<file path="src/sv/mlpsc_cell.sv">
// One pipeline cell: holds a valid bit and a payload and hands them on.
`default_nettype none
module mlpsc_cell #(
    parameter int W = 8
) (
    input  wire logic         aclk,
    input  wire logic         aresetn,
    input  wire logic         adv,
    input  wire logic         in_valid,
    input  wire logic [W-1:0] in_data,
    output logic              out_valid,
    output logic [W-1:0]      out_data
);
    logic         valid_reg;
    logic [W-1:0] data_reg;

    always_ff @(posedge aclk) begin
        if (!aresetn) begin
            valid_reg <= 1'b0;
        end else if (adv) begin
            valid_reg <= in_valid;
        end
        if (adv) begin
            data_reg <= in_data;
        end
    end

    assign out_valid = valid_reg;
    assign out_data  = data_reg;
endmodule
`default_nettype wire

</file>
<file path="config.mk">
export PLATFORM = sky130hd
export DESIGN_NAME = mlpsc_cell
export DESIGN_NICKNAME = d
export VERILOG_FILES = /design/src/sv/mlpsc_cell.sv
export SDC_FILE = /design/constraint.sdc
export NUM_CORES = 1
export LEC_CHECK = 0
export ABC_AREA = 1
export BUFFER_PORTS_ARGS = -buffer_cell sky130_fd_sc_hd__buf_2
export CORE_AREA = 2 2 39 41
export DETAILED_ROUTE_END_ITERATION = 8
export DIE_AREA = 0 0 41 43
export GPL_TIMING_DRIVEN = 0
export PLACE_DENSITY = 0.57
export SYNTH_ARGS = -nofsm -noshare
export SYNTH_HDL_FRONTEND = slang
export SYNTH_SLANG_ARGS = --single-unit
</file>
<file path="constraint.sdc">
create_clock -name aclk -period 0.9 [get_ports aclk]
set_clock_uncertainty 0.15 [all_clocks]
set_input_delay 0.135 -clock aclk [delete_from_list [all_inputs] [get_ports aclk]]
set_output_delay 0.135 -clock aclk [all_outputs]
set_load 0.1 [all_outputs]
</file>
### Word-level counts from Yosys, hierarchy flattened

Cells that the tools add are included.

* reduce and logical (&&, ||, !) cells: 0
* mux-type cells: 0
* divide/modulo/power cells: 0
* add/subtract/negate cells: 0
* magnitude comparators: 0
* eq/ne operators: 0
* shifts and indexed selects: 0
* bitwise gates (word level): 0
* multiply operators: 0

* bits of input ports: 12
* memory bits (read-only): 0
* register bits: 9
* memories kept: 0
* bits in writable memories: 0
* latch bits: 0

### Depth between registers and ports, before layout

Gate-level depths: netlist of run 1.

* depth after elaboration: 0
* gate-level depth with buffers: 4
* depth with buffers taken out: 4

### Worst setup path before layout of run 1

No wires, ideal clock.

* path kind: register -> register
* start: register, netlist name out_valid
* end: register valid_reg (netlist: out_valid)
* data arrival time: 1179 ps
* stages on the path, launching flop included: 3
* path buffers: 0
* slack: -493 ps
* data required time: 687 ps
* cells stage by stage: dfxtp_1 > nor2_1 > nor2_2

RTL lines
* end signal, assigned: line 21 `valid_reg <= in_valid;`
* end, declared: line 14 `logic valid_reg;`

### Worst setup path in the final report of run 1

* start: register data_reg[0] (netlist: out_data[0])
* end: output out_data[0]

RTL lines
* start, declared: line 15 `logic [W-1:0] data_reg;`
* start signal, assigned: line 24 `data_reg <= in_data;`
* end, declared: line 12 `output logic [W-1:0] out_data`

No word-level cell between the ends.

==> results.toml, run 1 <==
[logic_synthesis]
synth.avg_cell_area_um2 = 20.11
synth-main-ff-cell = "edfxtp_1"
netlist.top_cell.by_area = "edfxtp_1"
yosys-top-cells-count = "edfxtp_1 (8), nand2_1 (2)"
synth-async-reset-ratio = 0
synth.net_count = 26
synth_top_area_share = 0.8533
synth_edf_count = 8
synth_area_um2 = 281.5
yosysSeqAreaShare = 0.9244
synth-warning-count = 0
postSynthCellCount = 14
synth_cell_type_count = 6
post_synthesis_sequential_element_count = 9
netlist_top_cells_area = "edfxtp_1 (85%), dfxtp_1 (7.1%), nand2_1 (2.7%)"
synthMostInstantiatedCell = "edfxtp_1"

[setup_path]
startpoint_type = "register"
timing.critical_path.cells = "buf_6"
worst-setup-path-type = "register to output port"
buffering_stage_count_on_the_worst_path_with_inverters_included = 1
cp_max_fo = 1
cp_data_required_time_ns = 0.61
timing.critical_path.max_delay_family = "flip-flops"
critical_path.slowest_cell = "edfxtp_1"
cp_data_arrival_time_ns = 0.86
critical-path-max-stage-delay_ns = 0.40
critical_path.endpoint_type = "output port"

[global_routing]
grt_overflow = 0
grt.total_usage = 0.07849
grt_first_pass_wirelength_um = 855
grt_start_max_net_pins = 11
grt_pass1_vias = 198
antenna_found_initial = 0

[placed_design]
gp_routability_congestion = 0.6681
dpl.cell_count = 50
port-buffer-count = 20
place_hpwl_um = 443.6

[clock_network]
cts_htree_levels = 1
clk_pin_slew_ns = 0.06
hold_fix_buffers_cts = 1
clk_root_buffer_cell = "clkbuf_4"
cts_num_sinks = 9
tritoncts = "done"
worst_skew_pair.late_latency_ns = 0.25
ctsLongestPathBuffers = 2
cts_buffer_count = 3
postCtsSetupRepairBufs = 0

[sta]
hold_violations = 8
hold_slack_ns = -0.09538
max-slew-margin-rel = 0.8615
maxClockFrequency_ghz = 0.8768
layout_min_cycle_time_ns = 1.141
timing_max_transition_violations_final = 0
timing.final.crit_share = 1.267
timing_worst_slew_pin_value_ns = 0.2078
final_critical_path_setup_slack_ns = -0.2406
setup_viol_count_final = 9
setup_repair_after_global_routing_missed_its_margin = "yes"

[pwr]
p_leak_uw = 0.0002217
worst_ir_drop_vdd_mv = 0.9806
pwr_density_cell_mw_per_mm2 = 2276

[finish]
area_growth_syn_to_layout_pct = 80.00
nets = 52
fin_cells = 55
final_core_utilization = 0.3662
proportion_of_layout_cells_with_a_drive_suffix_above_1 = 0.6410
antenna_cells = 0

[routing]
routed_via_density = 3.655
vias = 201
wl_per_cell_um = 10.60
drt_wl_total_um = 583
dr.first_iter.drc_count = 1
route.antenna.remaining_nets = 0
first_pass_iters = 2
drt_drc_violations_left = 0

[floorplan]
fp.dieH_um = 43
io_pins = 21
coreArea_mm2 = 0.001384
die_w_um = 41
core.rowCount = 14
die-area_mm2 = 0.001763
floorplan.initialDensity = 0.2034

[min_path]
holdCritPathClass = "input pin to register"

[outcome]
result_of_the_run = "finished with violations"
violations = "negative hold slack, negative setup slack"

[job]
cap_viol_max_count = 0
## cells by family after synthesis
| kind of cell | after synthesis | synth area share |
|---|---|---|
| buffers and inverters | 1 | 0.01332 |
| DFF | 9 | 0.9244 |
| and+or+nand+nor | 4 | 0.06223 |
## path summary, 6_finish.rpt
path	cells after the start	slack, ns	to	from
max	1	-0.24	out_data[0]	out_data[0]
min	1	-0.1	out_data[4]	in_data[4]
max reg2reg	2	0.13	out_valid	out_valid
min reg2reg	2	0.37	out_valid	out_valid
## power breakdown
group          leakage, uW  switching [uW]  internal [uW]  total (uW)
registers        0.0000872            16.6            490         507
clock network    0.0000150             129            170         299
logic             0.000119             260           86.9         347
## worst register-to-register path, stage by stage, from the launching register on
cell and delay [ns]:
dfxtp_4 0.35, nor2_1 0.12, nor2_2 0.05
## sequential cells by signal, indices dropped and copies added, names as in the netlist
name       cells
out_valid      1
out_data       8
## layout make-up
type / count / area (um^2)
Fill cell: 138 / 877.1
Sequential cell: 9 / 264.0
Timing Repair Buffer: 21 / 175.2
Clock buffer: 4 / 26.28
Tap cell: 16 / 20.02
Multi-Input combinational cell: 4 / 17.52
Inverter: 1 / 3.754
## routing by layer
layer | track usage | wire, um | vias to the layer above
met1 | 0.1014 | 251 | 77
met5 | 0 | 0 | -
met3 | 0.05236 | 105 | 2
met2 | 0.08750 | 217 | 21
met4 | 0.06000 | 9 | 0
li1 | - | - | 101
## metrics by stage
stage | hold slack [ns] | power [uW] | setup slack, ns | TNS (ns) | cell area (um^2)
after CTS | -0.1088 | 1178 | -0.2592 | -2.077 | 506.7
after floorplan | 0.08387 | 748.4 | -0.2890 | -2.331 | 285.3
after detailed placement | 0.1640 | 808.7 | -0.1312 | -1.007 | 405.4
after global routing | -0.1096 | 1211 | -0.2795 | -2.260 | 506.7
final | -0.09538 | 1153 | -0.2406 | -1.905 | 506.7
after global placement | 0.1635 | 805.5 | -0.1291 | -0.9701 | 405.4
## cells in the final DEF, fill, tap and decap left out
| cell type | n |
|---|---|
| buf_12 | 1 |
| buf_2 | 11 |
| buf_6 | 8 |
| clkbuf_1 | 1 |
| clkbuf_4 | 3 |
| dfxtp_4 | 1 |
| dlygate4sd3_1 | 1 |
| edfxtp_1 | 8 |
| inv_1 | 1 |
| nand2_1 | 2 |
| nor2_1 | 1 |
| nor2_2 | 1 |
## timing repair
item | 4_1_cts | 5_1_grt
pin swaps | 0 | 0
endpoints found under the hold margin | 9 | 8
resized for setup | 20 | 0
endpoints found under the setup margin | 9 | 9
Power figures use the tool's default switching activity.
==> run 2: changes to the inputs <==
==> constraint.sdc (replaced) <==
create_clock -name aclk -period 1.2 [get_ports aclk]
set_clock_uncertainty 0.15 [all_clocks]
set_input_delay 0.18 -clock aclk [delete_from_list [all_inputs] [get_ports aclk]]
set_output_delay 0.18 -clock aclk [all_outputs]
set_load 0.1 [all_outputs]
==> run 2 against run 1 <==
Net effect: the run now ends clean; setup slack improved by 0.25 ns; global-route usage rose by 0.21 points; cell count rose by 15%; cell area rose by 14%; sequential share of layout area fell by 6.7 points; total power fell by 24%; register-to-register slack improved by 0.32 ns; first-iteration DRC count rose to 8.0 times the previous value; die area did not move; hold slack improved by 0.17 ns; critical path depth did not move; largest cell class unchanged; largest power group unchanged.
==> results.toml, run 2 (synthesis results as in run 1) <==
[outcome]
result_of_the_run = "complete, no violations"

[floorplan]
die_w_um = 41
floorplan.initialDensity = 0.2034
io_pins = 21
die-area_mm2 = 0.001763
coreArea_mm2 = 0.001384
core.rowCount = 14
fp.dieH_um = 43

[sta]
timing_max_transition_violations_final = 0
hold_violations = 0
timing.final.crit_share = 0.9929
max-slew-margin-rel = 0.8637
maxClockFrequency_ghz = 0.8393
timing_worst_slew_pin_value_ns = 0.2045
setup_repair_after_global_routing_missed_its_margin = "yes"
setup_viol_count_final = 0
layout_min_cycle_time_ns = 1.192

[setup_path]
startpoint_type = "register"
worst-setup-path-type = "register to output port"
worstReg2RegStart = "out_valid"
buffering_stage_count_on_the_worst_path_with_inverters_included = 1
cp_max_fo = 1
cp_data_required_time_ns = 0.87
ff2ff_path_depth = 2
regToRegEndpoint = "out_valid"
rrSetupSlack_ns = 0.45
critical-path-max-stage-delay_ns = 0.40
critical_path.slowest_cell = "edfxtp_1"
cp_data_arrival_time_ns = 0.86
timing.critical_path.max_delay_family = "flip-flops"
critical_path.endpoint_type = "output port"
timing.critical_path.cells = "buf_6"

[routing]
routed_via_density = 3.571
vias = 225
first_pass_iters = 2
drt_wl_total_um = 620
wl_per_cell_um = 9.841
drt_drc_violations_left = 0
dr.first_iter.drc_count = 8
route.antenna.remaining_nets = 0

[clock_network]
clk_root_buffer_cell = "clkbuf_4"
cts_htree_levels = 1
cts_buffer_count = 3
cts_num_sinks = 9
clk_pin_slew_ns = 0.06
ctsLongestPathBuffers = 2
tritoncts = "done"
worst_skew_pair.late_latency_ns = 0.25
postCtsSetupRepairBufs = 0

[global_routing]
grt_first_pass_wirelength_um = 883
grt_pass1_vias = 223
grt_overflow = 0
antenna_found_initial = 0
grt_start_max_net_pins = 11
grt.total_usage = 0.08061

[finish]
area_growth_syn_to_layout_pct = 104.4
proportion_of_layout_cells_with_a_drive_suffix_above_1 = 0.5319
antenna_cells = 0
nets = 60
layout_commonest_cell = "buf_2"
final_core_utilization = 0.4159
most-common-layout-cells = "buf_2 (11), dlygate4sd3_1 (9), buf_6 (9)"
largest_register_ff_count = 8
fin_cells = 63

[placed_design]
port-buffer-count = 20
gp_routability_congestion = 0.6744
dpl.cell_count = 50

[min_path]
hold_start = "in_valid"
holdCritPathClass = "input pin to register"
hold_path_depth = 5
min_delay_worst_endpoint = "out_valid"

[pwr]
pwr_density_cell_mw_per_mm2 = 1522
worst_ir_drop_vdd_mv = 0.5730
p_leak_uw = 0.0002522

[job]
cap_viol_max_count = 0
run 2: metal layers:
layer | routed length (um) | GRT usage | up-vias | share of wire
met2 | 261 | 0.1063 | 21 | 0.42
met3 | 84 | 0.06283 | 0 | 0.14
met4 | 0 | 0.02000 | 0 | 0
met1 | 274 | 0.1017 | 89 | 0.44
met5 | 0 | 0 | - | 0
li1 | - | - | 115 | -
run 2: area by class of cell:
class	instances	area (um^2)
Sequential cell	9	261.5
Fill cell	129	808.3
Multi-Input combinational cell	4	17.52
Clock buffer	4	26.28
Tap cell	16	20.02
Timing Repair Buffer	29	246.5
Inverter	1	3.754
run 2: worst max-delay path by stage:
stage | end | cells past startpoint | slack [ns] | start
detailed placement | out_data[5] | 1 | 0.12 | out_data[5]
CTS | out_data[5] | 1 | -0.01 | out_data[5]
global placement | out_data[1] | 1 | 0.13 | out_data[1]
global route | out_data[5] | 1 | -0.02 | out_data[5]
floorplan | out_data[0] | 0 | -0.03 | out_data[0]
finish | out_data[5] | 1 | 0.008 | out_data[5]
run 2: through the flow:
| step | instance area, um^2 | TNS [ns] | power, uW | worst slack [ns] | hold slack, ns |
|---|---|---|---|---|---|
| 5_1_grt | 575.6 | -0.03291 | 909.4 | -0.02081 | 0.1035 |
| 4_1_cts | 553.0 | -0.01267 | 875.8 | -0.01267 | 0.06407 |
| 6_report | 575.6 | 0 | 875.9 | 0.008466 | 0.07249 |
| 3_5_place_dp | 402.9 | 0 | 606.2 | 0.1185 | 0.2081 |
| 3_3_place_gp | 402.9 | 0 | 604.9 | 0.1308 | 0.2088 |
| 2_1_floorplan | 282.8 | -0.2721 | 562.3 | -0.03402 | 0.1289 |
run 2: worst register-to-register path, cell delays in order, from the launching register on:
cell     delay (ns)
dfxtp_2        0.32
nor2_1         0.12
nor2_2         0.05
run 2: repair_timing:
item                                   CTS  global route
setup endpoints to repair                9             8
cloned                                   0             0
resized for setup                       12             6
hold buffers                             9             0
endpoints found under the hold margin    9             0
run 2: report_power, final:
group | total [uW] | switching [uW] | internal, uW
registers | 381 | 11.8 | 369
logic | 276 | 198 | 77.8
clock network | 219 | 91.9 | 127
total | 876 | 302 | 574
